===== src/rtl/ncre_pkg.sv =====
// ----------------------------------------------------------------------------
// ncre_pkg
// Shared types and constants for the nlfsr cipher round engine.
// ----------------------------------------------------------------------------
`default_nettype none

package ncre_pkg;

    localparam int KEY_W   = 64;
    localparam int BLOCK_W = 32;
    localparam int KIDX_W  = 6;
    localparam int ROUND_W = 10;

    // five-input nonlinear function, indexed by the tap bits
    localparam logic [31:0] NLF_TABLE = 32'h3A5C742E;

    localparam logic OP_ENCRYPT = 1'b0;
    localparam logic OP_DECRYPT = 1'b1;

    typedef enum logic [1:0] {
        ST_IDLE = 2'b01,
        ST_RUN  = 2'b10
    } ctrl_state_t;

    typedef struct packed {
        logic load;     // take a new item into the working registers
        logic step;     // run one round
        logic capture;  // move the working block into the output register
    } dp_cmd_t;

    typedef struct packed {
        logic rounds_done;
    } dp_status_t;

endpackage

`default_nettype wire


===== src/rtl/nlfsr_cipher_round_engine.sv =====
// ----------------------------------------------------------------------------
// nlfsr_cipher_round_engine
// Runs a requested number of rounds of a 32-bit nlfsr block cipher with a
// 64-bit key, forward for encrypt or inverse for decrypt.
// ----------------------------------------------------------------------------
//
//  channel | dir | ports                         | beat contents
//  --------+-----+-------------------------------+-------------------------------
//  s_      | in  | s_tvalid s_tready s_tdata[111:0] s_tuser | key, block, offset, rounds
//  m_      | out | m_tvalid m_tready m_tdata[31:0]          | block_out
//
//  one round per cycle through a single shared round unit: each item goes
//  through load, rounds and hand-off to the output register before the next
//  accept; the hand-off waits until the output register is free or being read.
//  the result sits in its own output register, so a new beat is accepted
//  while the previous result is still stalled on m_tready.
//  reset (aresetn low, synchronous) clears the sequencer and output valid.
//
`default_nettype none

module nlfsr_cipher_round_engine (
    input  wire logic          aclk,
    input  wire logic          aresetn,
    input  wire logic          s_tvalid,
    output logic               s_tready,
    // [63:0] cipher_key, [95:64] block_in, [101:96] key_offset,
    // [111:102] round_count
    input  wire logic [111:0]  s_tdata,
    // [0] operation
    input  wire logic          s_tuser,
    output logic               m_tvalid,
    input  wire logic          m_tready,
    // [31:0] block_out
    output logic [31:0]        m_tdata
);

    ncre_pkg::dp_cmd_t    cmd;
    ncre_pkg::dp_status_t sts;

    ncre_ctrl u_ctrl (
        .aclk     (aclk),
        .aresetn  (aresetn),
        .s_tvalid (s_tvalid),
        .s_tready (s_tready),
        .m_tvalid (m_tvalid),
        .m_tready (m_tready),
        .cmd      (cmd),
        .sts      (sts)
    );

    ncre_datapath u_datapath (
        .aclk         (aclk),
        .cmd          (cmd),
        .sts          (sts),
        .in_operation (s_tuser),
        .in_key       (s_tdata[63:0]),
        .in_block     (s_tdata[95:64]),
        .in_offset    (s_tdata[101:96]),
        .in_rounds    (s_tdata[111:102]),
        .out_block    (m_tdata)
    );

endmodule

`default_nettype wire


===== src/rtl/ncre_datapath.sv =====
// ----------------------------------------------------------------------------
// ncre_datapath
// Working block, key, key-bit index and round counter; one round per step.
// ----------------------------------------------------------------------------
`default_nettype none

module ncre_datapath (
    input  wire logic                             aclk,
    input  wire ncre_pkg::dp_cmd_t                cmd,
    output ncre_pkg::dp_status_t                  sts,
    input  wire logic                             in_operation,
    input  wire logic [ncre_pkg::KEY_W-1:0]       in_key,
    input  wire logic [ncre_pkg::BLOCK_W-1:0]     in_block,
    input  wire logic [ncre_pkg::KIDX_W-1:0]      in_offset,
    input  wire logic [ncre_pkg::ROUND_W-1:0]     in_rounds,
    output logic      [ncre_pkg::BLOCK_W-1:0]     out_block
);

    logic                             op_reg;
    logic [ncre_pkg::KEY_W-1:0]       key_reg;
    logic [ncre_pkg::BLOCK_W-1:0]     blk_reg, blk_next;
    logic [ncre_pkg::KIDX_W-1:0]      kidx_reg, kidx_next;
    logic [ncre_pkg::ROUND_W-1:0]     cnt_reg;
    logic [ncre_pkg::BLOCK_W-1:0]     out_reg;

    logic [ncre_pkg::KIDX_W-1:0]      kidx_start;
    logic [4:0]                       nlf_idx;
    logic                             nlf_bit;
    logic                             key_bit;
    logic                             new_bit;

    // decrypt starts at the last round's key bit, offset + count - 1 mod 64
    always_comb begin
        if (in_operation == ncre_pkg::OP_DECRYPT) begin
            kidx_start = in_offset + in_rounds[ncre_pkg::KIDX_W-1:0]
                         - {{(ncre_pkg::KIDX_W-1){1'b0}}, 1'b1};
        end else begin
            kidx_start = in_offset;
        end
    end

    always_comb begin
        key_bit = key_reg[kidx_reg];
        if (op_reg == ncre_pkg::OP_DECRYPT) begin
            nlf_idx   = {blk_reg[30], blk_reg[25], blk_reg[19], blk_reg[8], blk_reg[0]};
            nlf_bit   = ncre_pkg::NLF_TABLE[nlf_idx];
            new_bit   = blk_reg[31] ^ nlf_bit ^ key_bit ^ blk_reg[15];
            blk_next  = {blk_reg[30:0], new_bit};
            kidx_next = kidx_reg - {{(ncre_pkg::KIDX_W-1){1'b0}}, 1'b1};
        end else begin
            nlf_idx   = {blk_reg[31], blk_reg[26], blk_reg[20], blk_reg[9], blk_reg[1]};
            nlf_bit   = ncre_pkg::NLF_TABLE[nlf_idx];
            new_bit   = nlf_bit ^ key_bit ^ blk_reg[16] ^ blk_reg[0];
            blk_next  = {new_bit, blk_reg[31:1]};
            kidx_next = kidx_reg + {{(ncre_pkg::KIDX_W-1){1'b0}}, 1'b1};
        end
    end

    always_ff @(posedge aclk) begin
        if (cmd.load) begin
            op_reg   <= in_operation;
            key_reg  <= in_key;
            blk_reg  <= in_block;
            kidx_reg <= kidx_start;
            cnt_reg  <= in_rounds;
        end else if (cmd.step) begin
            blk_reg  <= blk_next;
            kidx_reg <= kidx_next;
            cnt_reg  <= cnt_reg - {{(ncre_pkg::ROUND_W-1){1'b0}}, 1'b1};
        end
        if (cmd.capture) begin
            out_reg <= blk_reg;
        end
    end

    assign sts.rounds_done = (cnt_reg == '0);
    assign out_block       = out_reg;

endmodule

`default_nettype wire


===== src/rtl/ncre_ctrl.sv =====
// ----------------------------------------------------------------------------
// ncre_ctrl
// Round sequencer and output valid tracking for the cipher round engine.
// ----------------------------------------------------------------------------
`default_nettype none

module ncre_ctrl (
    input  wire logic                  aclk,
    input  wire logic                  aresetn,
    input  wire logic                  s_tvalid,
    output logic                       s_tready,
    output logic                       m_tvalid,
    input  wire logic                  m_tready,
    output ncre_pkg::dp_cmd_t          cmd,
    input  wire ncre_pkg::dp_status_t  sts
);

    ncre_pkg::ctrl_state_t state_reg, state_next;
    logic                  valid_reg, valid_next;
    logic                  slot_free;

    assign slot_free = !valid_reg || m_tready;
    assign s_tready  = (state_reg == ncre_pkg::ST_IDLE);

    always_comb begin
        state_next  = state_reg;
        cmd.load    = 1'b0;
        cmd.step    = 1'b0;
        cmd.capture = 1'b0;
        case (state_reg)
            ncre_pkg::ST_IDLE: begin
                if (s_tvalid) begin
                    cmd.load   = 1'b1;
                    state_next = ncre_pkg::ST_RUN;
                end
            end
            ncre_pkg::ST_RUN: begin
                if (!sts.rounds_done) begin
                    cmd.step = 1'b1;
                end else if (slot_free) begin
                    // hand the block over once the output beat is free
                    cmd.capture = 1'b1;
                    state_next  = ncre_pkg::ST_IDLE;
                end
            end
            default: begin
                state_next = ncre_pkg::ST_IDLE;
            end
        endcase
    end

    always_comb begin
        valid_next = valid_reg;
        if (cmd.capture) begin
            valid_next = 1'b1;
        end else if (m_tready) begin
            valid_next = 1'b0;
        end
    end

    always_ff @(posedge aclk) begin
        if (!aresetn) begin
            state_reg <= ncre_pkg::ST_IDLE;
            valid_reg <= 1'b0;
        end else begin
            state_reg <= state_next;
            valid_reg <= valid_next;
        end
    end

    assign m_tvalid = valid_reg;

    a_accept_starts_run: assert property (@(posedge aclk) disable iff (!aresetn)
        (s_tvalid && s_tready) |=> (state_reg == ncre_pkg::ST_RUN))
        else $error("accepted beat did not start a run");

    a_capture_when_done: assert property (@(posedge aclk) disable iff (!aresetn)
        cmd.capture |-> (state_reg == ncre_pkg::ST_RUN && sts.rounds_done && slot_free))
        else $error("capture before rounds finished or onto a held beat");

    a_no_step_and_capture: assert property (@(posedge aclk) disable iff (!aresetn)
        !(cmd.step && cmd.capture) && !(cmd.load && (cmd.step || cmd.capture)))
        else $error("conflicting datapath commands");

    a_valid_from_capture: assert property (@(posedge aclk) disable iff (!aresetn)
        $rose(m_tvalid) |-> $past(cmd.capture))
        else $error("output valid rose without a capture");

endmodule

`default_nettype wire


===== config.mk =====
export PLATFORM = sky130hd
export DESIGN_NAME = nlfsr_cipher_round_engine
export DESIGN_NICKNAME = d
export VERILOG_FILES = /design/src/rtl/ncre_pkg.sv /design/src/rtl/nlfsr_cipher_round_engine.sv /design/src/rtl/ncre_datapath.sv /design/src/rtl/ncre_ctrl.sv
export SDC_FILE = /design/constraint.sdc
export NUM_CORES = 1
export LEC_CHECK = 0
export BUFFER_PORTS_ARGS = -buffer_cell sky130_fd_sc_hd__buf_2
export CORE_MARGIN = 3
export CORE_UTILIZATION = 45
export CTS_CLUSTER_DIAMETER = 150
export DETAILED_ROUTE_END_ITERATION = 10
export PLACE_DENSITY = 0.68
export SYNTH_ARGS = -nofsm -noshare
export SYNTH_HDL_FRONTEND = slang
export SYNTH_SLANG_ARGS = --single-unit

===== constraint.sdc =====
create_clock -name aclk -period 4.3 [get_ports aclk]
set_input_delay 0.215 -clock aclk [delete_from_list [all_inputs] [get_ports aclk]]
set_output_delay 0.215 -clock aclk [all_outputs]
set_load 0.1 [all_outputs]

# After elaboration in Yosys (flattened, before gate mapping)
# Memories as Yosys holds them, arrays and structs flattened. A register that Yosys moved wholly into a read port is not among the register bits.
# Index checks and enable logic that the tools add are counted.
# word_totals
reg_bits	148
rom_bits	64
inputBits	117
out_inout_bits	34
elab_cells	62
memories	2
# classes
addsub	5
order_cmp	3
n_eq_ne	5
mux	27
n_bitwise	6
reduce_logical	6
# mem_list
name	words	word_bits	rd	rd_ports_with_merged_regs	wr	line	text
(name not given)	32	1	1	1	0	ncre_datapath.sv:52	nlf_bit = ncre_pkg::NLF_TABLE[nlf_idx];
(name not given)	32	1	1	1	0	ncre_datapath.sv:46	nlf_bit = ncre_pkg::NLF_TABLE[nlf_idx];
# ops
operator	count
two-way mux 32 bit	3
two-way mux 6 bit	4
two-way mux 10 bit	2
< comparator 5 x 6 -> 1 bit, second input constant	2
subtractor 6 x 1 -> 6 bit, second input constant	2
logical NOT 10 bit	1
two-way mux 1 bit	10
two-way mux 5 bit	2
subtractor 10 x 1 -> 10 bit, second input constant	1
two-way mux 2 bit	4
< comparator 6 x 7 -> 1 bit, second input constant	1
adder 6 x 1 -> 6 bit, second input constant	1
adder 6 bit	1
binary-select mux 1 bit (select 6 bit)	1
bitwise XOR 1 bit	6
!= test 2 x 1 -> 1 bit, second input constant	2
case mux 2 bit (2 select lines)	1
nonzero test 2 bit	2
AND reduction 3 bit	1
equality test 2 x 1 -> 1 bit, second input constant	1
equality test 2 bit, second input constant	1
!= test 2 bit, second input constant	1
logical NOT 1 bit	1
logical OR 1 bit	1

# Logic depth before layout (Yosys ltp)
# Gate-level depths: netlist of run 1.
# logic_depth
depth_word	9
mapped_depth	13
ltp_nobuf	13

# Cells and area by module
# From an unflattened synthesis of run 1, not the netlist that was laid out.
# hier_totals
cells_unflattened	495
area_unflattened_um2	6945.4
# modules_own_cells
module	n_inst	cells_per_inst	area_per_inst_um2	seq_area_each_um2
ncre_datapath	1	480	6800.3	4394.2
ncre_ctrl	1	15	145.1	60.1

# Worst setup path after synthesis of run 1
# OpenSTA, ideal clock, no wires.
# synth_timing
path_type	register -> register
from	register u_ctrl.valid_reg, in the netlist u_ctrl.m_tvalid
to	register u_datapath.out_reg, in the netlist u_datapath.out_block[0], enable pin
setup_ns	0.461
arrival_ns	3.182
required_ns	3.839
setup_slack_ns	0.657
path_stages_with_launch	3
n_path_buf	0
synth_period_minus_slack_ns	3.643
path_cell_list	dfxtp_1 -> nor2b_1 -> nor3_1
# synth_rtl
item	line	text
from (decl)	ncre_ctrl.sv:19	logic valid_reg, valid_next;
from (signal assigned)	ncre_ctrl.sv:67	valid_reg <= valid_next;
to (signal assigned)	ncre_datapath.sv:72	out_reg <= blk_reg;
to (decl)	ncre_datapath.sv:24	logic [ncre_pkg::BLOCK_W-1:0] out_reg;

==> results_dict.tcl, run 1 <==
set metrics [dict create \
    maxCapViolCount 0 \
    detail_route.iter0.violations 399 \
    synth_enable_flop_cells 145 \
    gr-total-overflow 0 \
    drt-total-wl_mm 15.9 \
    synthCells 532 \
    first_global_vias 5125 \
    gp_routability_congestion 0.845 \
    grt_start_max_net_pins 91 \
    period_needed_ns 3.20 \
    drt_pre_antenna_iters 4 \
    leakagePower_nw 3.75 \
    synth_warnings 0 \
    synth-main-ff-cell "sky130_fd_sc_hd__edfxtp_1" \
    timing.setup.critical_path_class "reg -> reg" \
    outcome "finished, final reports clean" \
    setup.worst_path.start_class "flip-flop" \
    initial_utilization_pct 46.4 \
    routed_via_density 5.12 \
    die_outline_width_um 132 \
    route.detailed.drc 0 \
    clock_path_buffers 2 \
    power_density_nw_per_um2 430 \
    setup_violations 0 \
    layout_common_cells "150 x sky130_fd_sc_hd__buf_2, 145 x sky130_fd_sc_hd__edfxtp_1, 64 x sky130_fd_sc_hd__dlygate4sd3_1" \
    synth_nets 666 \
    drv_slew 0 \
    portion_of_the_post_synthesis_area_used_by_sequential_elements_pct 62.7 \
    core.rowCount 45 \
    worst-endpoint-required_ns 4.61 \
    largest_register_ff_count 64 \
    post-dp-hpwl_mm 10.8 \
    post_synth_num_cell_types 56 \
    grt_first_pass_wirelength_mm 25.9 \
    async_flop_share_pct 0 \
    finish.net_count 882 \
    timing.setup.tns_ns 0 \
    worstPathMaxFanout 22 \
    detailroute.via_count 4975 \
    cts_num_sinks 150 \
    dieArea_um2 17300 \
    routedWlPerCell_um 16.4 \
    num_antenna_cells 0 \
    fin_crit_sh_pct 74.5 \
    layout_commonest_cell "sky130_fd_sc_hd__buf_2" \
    clkTransAtPathRegs_ns 0.06 \
    slew-limit-headroom_pct 30.5 \
    timing.clock.skew_ns 0.00492 \
    areaGrowthSynthToFinish_pct 30.6 \
    max_clock_freq_ghz 0.312 \
    post_cts_resize_count 0 \
    worst_slew_pin_slew_ns 1.04 \
    worst_setup_path_end_kind "flip-flop" \
    worst_ep_arrival_time_ns 3.52 \
    mappedNetlistArea_um2 7100 \
    final_layout_size_suffix_gt1_share_pct 28.1 \
    syn_avg_cell_area_um2 13.3 \
    floorplan.core_area_um2 15300 \
    timing_hold_violations_final 0 \
    track_usage_pct 18.9 \
    tritoncts "yes" \
    postSynthRegisterBits 150 \
    die-height_um 132 \
    cts_made_buffers 17 \
    num_io_pins 151 \
    place.port_buffers 150 \
    ir_drop_mv 0.324 \
    initial_antenna_violation_count 0 \
    cts_max_level 4 \
    ant_nets 0 \
    setup_repair_after_global_routing_missed_its_margin "false" \
    insertion_delay_ns 0.42 \
    holdCritPathClass "in -> reg" \
    clockRootBuffer "sky130_fd_sc_hd__clkbuf_16" \
    final.hold.worst_slack_ns 0.0312 \
]
[worst paths after layout]
| check | slack (ns) | cells after the start | to | start |
|---|---|---|---|---|
| worst max-delay path | 1.10 | 8 | flip-flop | u_datapath.kidx_reg[0]$_DFFE_PN_ |
| worst min-delay path | 0.03 | 2 | u_ctrl.m_tvalid$_SDFFE_PN0P_ | aresetn |
| worst max register to register | 1.10 | 8 | flip-flop | u_datapath.kidx_reg[0]$_DFFE_PN_ |
| worst min register to register | 0.49 | 0 | u_datapath.out_block[17]$_DFFE_PP_ | u_datapath.blk_reg[17]$_DFFE_PN_ |
[synthesized netlist by cell type, drive strengths merged, types with 3 or more instances]
master	n	area share, %
a21oi	39	2.7
o21ai	21	1.5
nand3	13	0.92
mux2i	54	7.6
o211ai	3	0.32
nor2	43	2.3
a22o	3	0.37
clkbuf	11	0.58
a22oi	4	0.42
a21o	5	0.53
nand4	4	0.44
xnor2	10	1.2
nand2b	5	0.44
a31oi	5	0.53
dfxtp	5	1.4
nor2b	9	0.79
mux4	7	2.2
mux2	10	1.6
buf	13	0.97
edfxtp	145	61
inv	31	1.6
ha	15	2.6
and2	3	0.26
nand2	27	1.4
or3	4	0.35
nor3	5	0.51
xor2	11	1.4
[timing repair]
item / in CTS / in global routing
buffers inserted: 0 / 0
hold buffers: 64 / 0
hold endpoints to repair: 64 / 0
[layout make-up]
class	instances	area [um^2]
fillers	1213	6040
flip-flops and latches	150	4450
multi-input cells	327	2420
repair buffers	221	1440
clock buffers	17	425
well taps	211	264
clock inverters	15	144
inverters	31	118
[worst max-delay path, cell delays in order (launching register included)]
cell                       delay [ns]
sky130_fd_sc_hd__edfxtp_1        1.02
sky130_fd_sc_hd__mux4_2          0.60
sky130_fd_sc_hd__a22o_1          0.22
sky130_fd_sc_hd__a41oi_1         0.29
sky130_fd_sc_hd__a211o_1         0.19
sky130_fd_sc_hd__nand4_1         0.14
sky130_fd_sc_hd__o31ai_2         0.34
sky130_fd_sc_hd__mux2i_1         0.24
sky130_fd_sc_hd__nor2_1          0.06
[report_power, final]
part	switching [mW]	leakage [nW]	internal, mW	total [mW]
logic	0.347	2.07	0.338	0.685
clock network	0.613	0.280	0.810	1.42
registers	0.114	1.40	1.77	1.88
[through the flow]
| stage | util [%] | area, um^2 | power, mW | instances | worst slack, ns |
|---|---|---|---|---|---|
| 2_1_floorplan | - | 7100 | 2.36 | 532 | 0.657 |
| 3_3_place_gp | 52.7 | 8060 | 2.52 | 876 | 1.22 |
| 3_5_place_dp | 52.7 | 8060 | 2.55 | 876 | 1.13 |
| 4_1_cts | 60.6 | 9270 | 4.03 | 972 | 1.11 |
| 5_1_grt | 60.6 | 9270 | 4.19 | 972 | 0.840 |
| 6_report | 60.6 | 9270 | 3.99 | 972 | 1.10 |
[metal layers]
metal	GRT usage, %	wire length (um)	vias up	part of all wire, %
li1	-	-	2415	-
met1	24.2	6820	2389	43
met2	31.5	8040	152	50
met3	4.98	848	19	5.3
met4	6.36	239	0	1.5
met5	0	0	-	0
[cell families after synthesis]
family / synth area share, %
multiplexers: 11.5
flip-flops: 62.7
adder cells (fa/ha/maj): 3.21
buffers and inverters: 3.19
AND/OR/NAND/NOR: 8.67
XOR/XNOR: 2.59
AO/OA/AOI/OAI: 8.13
No activity file was read; power rests on OpenSTA's default activity.
==> run 2: changes to the inputs <==
PLACE_DENSITY = 0.7   (was 0.68)
clock period = 2.9 ns   (was 4.3 ns; I/O delays follow)
==> run 2 against run 1 <==
- sequential power is 46% higher
- sequential share of layout area is 0.93 points lower
- highest routed layer unchanged
- global-route usage decreased by 0.18 points
- total power grew 54%
- largest power group unchanged
- clock skew up 0.0023 ns
- combinational power rose by 59%
- flip-flop and latch count unchanged
==> results_dict.tcl, run 2 (synthesized netlist as in run 1, its figures left out) <==
set metrics [dict create \
    detailroute.via_count 5017 \
    drv_slew 0 \
    timing.setup.tns_ns 0 \
    place.detailed.instances 882 \
    route.detailed.drc 0 \
    first_global_vias 5239 \
    r2r_start "u_datapath.cnt_reg[0]$_DFFE_PN_" \
    track_usage_pct 18.8 \
    cts_num_sinks 150 \
    floorplan.core_area_um2 15300 \
    setup_violations 0 \
    finish.net_count 894 \
    ir_drop_mv 0.438 \
    worstPathMaxFanout 6 \
    power_density_nw_per_um2 649 \
    n_fill_cell 1187 \
    setup_repair_after_global_routing_missed_its_margin "false" \
    min_path_cells 3 \
    period_needed_ns 2.71 \
    post-dp-hpwl_mm 10.7 \
    max_stage_delay_ns 0.43 \
    initial_utilization_pct 46.4 \
    crit_path_top_delay_cell "sky130_fd_sc_hd__edfxtp_1" \
    drt-total-wl_mm 16.0 \
    routedWlPerCell_um 16.3 \
    layout_commonest_cell "sky130_fd_sc_hd__buf_2" \
    clockRootBuffer "sky130_fd_sc_hd__clkbuf_16" \
    fin_crit_sh_pct 93.5 \
    die_outline_width_um 132 \
    areaGrowthSynthToFinish_pct 33.2 \
    clkTransAtPathRegs_ns 0.06 \
    ant_nets 0 \
    crit_family "simple AND/OR/NAND/NOR gates" \
    layout_common_cells "150 x sky130_fd_sc_hd__buf_2, 145 x sky130_fd_sc_hd__edfxtp_1, 66 x sky130_fd_sc_hd__dlygate4sd3_1" \
    drt_pre_antenna_iters 4 \
    holdCritPathClass "in -> reg" \
    die-height_um 132 \
    setup.worst_path.start_class "flip-flop" \
    timing.hold.worst.start "s_tdata[108]" \
    routed_via_density 5.10 \
    cts_max_level 4 \
    grt_start_max_net_pins 91 \
    gp_routability_congestion 0.811 \
    tritoncts "yes" \
    slew-limit-headroom_pct 30.5 \
    num_io_pins 151 \
    outcome "finished, final reports clean" \
    regToRegSetupSlack_ns 0.19 \
    place.port_buffers 150 \
    max_clock_freq_ghz 0.369 \
    leakagePower_nw 3.83 \
    gr-total-overflow 0 \
    reg2regPathDepth 10 \
    clock_path_buffers 2 \
    worst-endpoint-required_ns 3.22 \
    worst_slew_pin_slew_ns 1.04 \
    dieArea_um2 17300 \
    worstSetupPathDepth 10 \
    timing.setup.critical_path_class "reg -> reg" \
    end_of_the_worst_hold_path "u_datapath.cnt_reg[6]$_DFFE_PN_" \
    sw_frac_of_total_pct 26.3 \
    timing.clock.skew_ns 0.00724 \
    share_comb_of_total_power_pct 17.8 \
    largest_register_ff_count 64 \
    timing_hold_violations_final 0 \
    insertion_delay_ns 0.42 \
    worst_setup_path_end_kind "flip-flop" \
    detail_route.iter0.violations 307 \
    grt_first_pass_wirelength_mm 25.8 \
    initial_antenna_violation_count 0 \
    worst_ep_arrival_time_ns 3.03 \
    power_switching_mw 1.61 \
    cts_made_buffers 17 \
    num_antenna_cells 0 \
    maxCapViolCount 0 \
    final_cells 984 \
    pwr-share-clk_pct 37.4 \
    internal_power_component_mw 4.53 \
    final_layout_size_suffix_gt1_share_pct 29.2 \
    worstPathBufferInverterCount 1 \
    pwr-share-seq_pct 44.8 \
    crit_chain "inv_1 > ha_1 > nor2b_1 > nand4_2 > a21o_4 > mux2_4 > or3_1 > a211o_1 > and4_4 > o31ai_1" \
    core.rowCount 45 \
]
-- run 2: changes by cell type in the layout (fill, tap and decap cells not counted), sizes merged --
cell / previous run / this run
dlygate4sd3: 64 / 66
clkbuf: 17 / 18
clkinvlp: 1 / 3
buf: 157 / 167
inv: 37 / 36
clkinv: 7 / 3
bufinv: 1 / 3
-- run 2: routing by layer --
metal  vias to the layer above  global-route usage [%]  wire length [um]
met4                         0                    7.76               317
met2                       160                    32.2              8260
met3                        22                    4.13               756
li1                       2436                       -                 -
met5                         -                       0                 0
met1                      2399                    23.0              6660
-- run 2: metrics by stage --
step	power, mW	util, %	worst slack, ns	hold WS [ns]	cell area (um^2)
2_1_floorplan	3.49	-	0.126	0.244	7110
3_3_place_gp	3.75	53.1	0.230	0.321	8130
3_5_place_dp	3.80	53.1	0.118	0.323	8130
4_1_cts	6.16	61.4	0.0933	0.000636	9410
5_1_grt	6.41	61.8	0.0234	0.0128	9460
6_report	6.14	61.8	0.190	0.0184	9460
-- run 2: power by group through the flow --
| stage | combinational (mW) | clock (mW) | sequential [mW] |
|---|---|---|---|
| floorplan | 0.751 | 0 | 2.74 |
| global placement | 0.964 | 0 | 2.79 |
| detailed placement | 0.997 | 0 | 2.80 |
| CTS | 1.07 | 2.33 | 2.75 |
| global route | 1.21 | 2.42 | 2.77 |
| finish | 1.09 | 2.30 | 2.75 |
-- run 2: worst min-delay path: cells and delay by family --
family,cells,cell delay (ns)
AND/OR/NAND/NOR,1,0.04
buffers and inverters,1,0.08
AO/OA/AOI/OAI,1,0.06
-- run 2: how the worst max path moves through the flow --
| stage | slack, ns | to | startpoint |
|---|---|---|---|
| after global placement | 0.23 | flip-flop | u_datapath.cnt_reg[0]$_DFFE_PN_ |
| after detailed placement | 0.12 | flip-flop | u_datapath.cnt_reg[0]$_DFFE_PN_ |
| after global routing | 0.02 | flip-flop | u_datapath.cnt_reg[0]$_DFFE_PN_ |
| after floorplan | 0.13 | flip-flop | u_datapath.cnt_reg[0]$_DFFE_PN_ |
| final | 0.19 | flip-flop | u_datapath.cnt_reg[0]$_DFFE_PN_ |
| after CTS | 0.09 | flip-flop | u_datapath.cnt_reg[0]$_DFFE_PN_ |
-- run 2: final cells by class --
class                   count  area [um^2]  share of cell area, %
repair buffers            233         1550                   16.4
inverters                  31          118                   1.24
clock buffers              18          429                   4.54
clock inverters            14          190                   2.01
multi-input cells         327         2450                   25.9
flip-flops and latches    150         4450                   47.1
well taps                 211          264                   2.79
-- run 2: timing repair --
| action | 4_1_cts | 5_1_grt |
|---|---|---|
| hold buffers | 66 | 0 |
| gates resized for setup | 0 | 3 |
| endpoints found under the setup margin | 0 | 2 |
| endpoints found under the hold margin | 67 | 0 |
| buffers inserted | 0 | 4 |
==> run 3: changes to the inputs <==
CORE_MARGIN = 1   (was 3)
==> run 3 against run 2 <==
- largest power group unchanged
- hold slack got worse by 0.0031 ns
- highest routed layer unchanged
- register-to-register slack worse by 0.02 ns
- clock skew is 0.00084 ns higher
- flip-flop and latch count unchanged
- largest cell class unchanged
==> results_dict.tcl, run 3 (synthesized netlist as in run 1, its figures left out) <==
set metrics [dict create \
    timing_hold_violations_final 0 \
    die_outline_width_um 128 \
    layout_commonest_cell "sky130_fd_sc_hd__buf_2" \
    dieArea_um2 16300 \
    period_needed_ns 2.73 \
    grt_first_pass_wirelength_mm 25.3 \
    pwr-share-clk_pct 34.0 \
    initial_antenna_violation_count 0 \
    floorplan.core_area_um2 15300 \
    pwr-share-seq_pct 47.3 \
    leakagePower_nw 3.78 \
    sw_frac_of_total_pct 27.2 \
    die-height_um 128 \
    routedWlPerCell_um 16.1 \
    route.detailed.drc 0 \
    fin_crit_sh_pct 94.3 \
    share_comb_of_total_power_pct 18.7 \
    cts_num_sinks 150 \
    initial_utilization_pct 46.4 \
    drv_slew 0 \
    ant_nets 0 \
    finish.net_count 889 \
    core.rowCount 45 \
    outcome "finished, final reports clean" \
    setup.worst_path.start_class "flip-flop" \
    timing.setup.tns_ns 0 \
    regToRegSetupSlack_ns 0.17 \
    gp_routability_congestion 0.810 \
    place_area_um2 8150 \
    setup_violations 0 \
    timing.setup.critical_path_class "reg -> reg" \
    detail_route.iter0.violations 298 \
    clockRootBuffer "sky130_fd_sc_hd__clkbuf_16" \
    first_global_vias 5208 \
    holdCritPathClass "in -> reg" \
    num_antenna_cells 0 \
    maxCapViolCount 0 \
    cts_max_level 4 \
    num_io_pins 151 \
    drt_pre_antenna_iters 4 \
    critical_path.startpoint "u_datapath.cnt_reg[0]$_DFFE_PN_" \
    power_switching_mw 1.59 \
    routed_via_density 5.10 \
    track_usage_pct 20.4 \
    cts_made_buffers 17 \
    timing.clock.skew_ns 0.00808 \
    n_fill_cell 1223 \
    worst_ep_arrival_time_ns 3.06 \
    r2r_start "u_datapath.cnt_reg[0]$_DFFE_PN_" \
    slew-limit-headroom_pct 31.7 \
    areaGrowthSynthToFinish_pct 31.7 \
    drt-total-wl_mm 15.7 \
    worstPathMaxFanout 13 \
    worst_setup_path_end_kind "flip-flop" \
    internal_power_component_mw 4.25 \
    final.hold.worst_slack_ns 0.0152 \
    clock_path_buffers 2 \
    worst-endpoint-required_ns 3.23 \
    final_layout_size_suffix_gt1_share_pct 28.5 \
    grt_start_max_net_pins 91 \
    layout_common_cells "150 x sky130_fd_sc_hd__buf_2, 145 x sky130_fd_sc_hd__edfxtp_1, 65 x sky130_fd_sc_hd__dlygate4sd3_1" \
    detailroute.via_count 4991 \
    power_density_nw_per_um2 624 \
    insertion_delay_ns 0.42 \
    place.port_buffers 150 \
    reg2regPathDepth 11 \
    tritoncts "yes" \
    largest_register_ff_count 64 \
    gr-total-overflow 0 \
    max_clock_freq_ghz 0.366 \
    ir_drop_mv 0.414 \
    post-dp-hpwl_mm 10.5 \
    post-route-cell-area_um2 9350 \
    worst_slew_pin_slew_ns 1.02 \
    clkTransAtPathRegs_ns 0.06 \
    setup_repair_after_global_routing_missed_its_margin "false" \
]
==> run 3: cell types whose count changed in the layout (fill, tap and decap cells not counted), moves of 2 or more <==
cell / delta
sky130_fd_sc_hd__buf_4: -6
sky130_fd_sc_hd__bufinv_16: -3
sky130_fd_sc_hd__inv_8: -2
sky130_fd_sc_hd__clkinv_2: +2
sky130_fd_sc_hd__buf_12: +2
==> run 3: worst min-delay path by stage <==
stage | start | to | slack (ns) | depth (start not counted)
finish | s_tdata[108] | u_datapath.cnt_reg[6]$_DFFE_PN_ | 0.02 | 3
global route | s_tdata[109] | u_datapath.cnt_reg[7]$_DFFE_PN_ | 0.01 | 3
CTS | s_tdata[108] | u_datapath.cnt_reg[6]$_DFFE_PN_ | 0.004 | 3
detailed placement | s_tdata[43] | u_datapath.key_reg[43]$_DFFE_PP_ | 0.32 | 1
global placement | s_tdata[14] | u_datapath.key_reg[14]$_DFFE_PP_ | 0.32 | 1
floorplan | s_tdata[0] | u_datapath.key_reg[0]$_DFFE_PP_ | 0.24 | 0
==> run 3: repair_timing <==
item	in CTS	in global routing
hold buffers	65	0
endpoints found under the hold margin	66	0
setup endpoints to repair	0	2
setup buffers	0	1
resized for setup	0	2
==> run 3: layout make-up <==
| type | instances | area (um^2) | area share [%] |
|---|---|---|---|
| Clock buffer | 19 | 433 | 4.63 |
| Clock inverter | 13 | 100 | 1.07 |
| Inverter | 31 | 118 | 1.26 |
| Multi-Input combinational cell | 327 | 2450 | 26.2 |
| Sequential cell | 150 | 4450 | 47.6 |
| Tap cell | 211 | 264 | 2.82 |
| Timing Repair Buffer | 228 | 1540 | 16.4 |
==> run 3: critical path, stage by stage, from the launching register on <==
cell and delay (ns):
sky130_fd_sc_hd__edfxtp_1 0.41, sky130_fd_sc_hd__inv_1 0.11, sky130_fd_sc_hd__ha_1 0.15, sky130_fd_sc_hd__nor2b_1 0.15
sky130_fd_sc_hd__nand4_2 0.19, sky130_fd_sc_hd__a21o_2 0.28, sky130_fd_sc_hd__buf_4 0.19, sky130_fd_sc_hd__mux2i_1 0.14
sky130_fd_sc_hd__or3_1 0.32, sky130_fd_sc_hd__a211o_1 0.31, sky130_fd_sc_hd__and4_4 0.19, sky130_fd_sc_hd__o31ai_1 0.21
==> run 3: routing by layer <==
metal / global-route usage (%) / share of wire [%]
met5: 0 / 0
met3: 4.56 / 4.4
met2: 36.2 / 52
met1: 25.0 / 42
met4: 5.81 / 0.65
==> run 3: per-stage QoR <==
step	utilization, %	setup WS (ns)	power [mW]	std cells
floorplan	-	0.126	3.49	532
global placement	53.2	0.229	3.76	881
detailed placement	53.2	0.165	3.81	881
CTS	60.9	0.130	5.85	978
global route	61.1	0.0172	6.11	979
finish	61.1	0.167	5.84	979
==> run 3: power by group through the flow <==
stage                     clock (mW)  combinational (mW)  sequential [mW]
after detailed placement           0               0.998             2.81
final                           1.98                1.09             2.76
after CTS                       2.02                1.07             2.76
after floorplan                    0               0.751             2.74
after global placement             0               0.964             2.80
after global routing            2.12                1.21             2.78
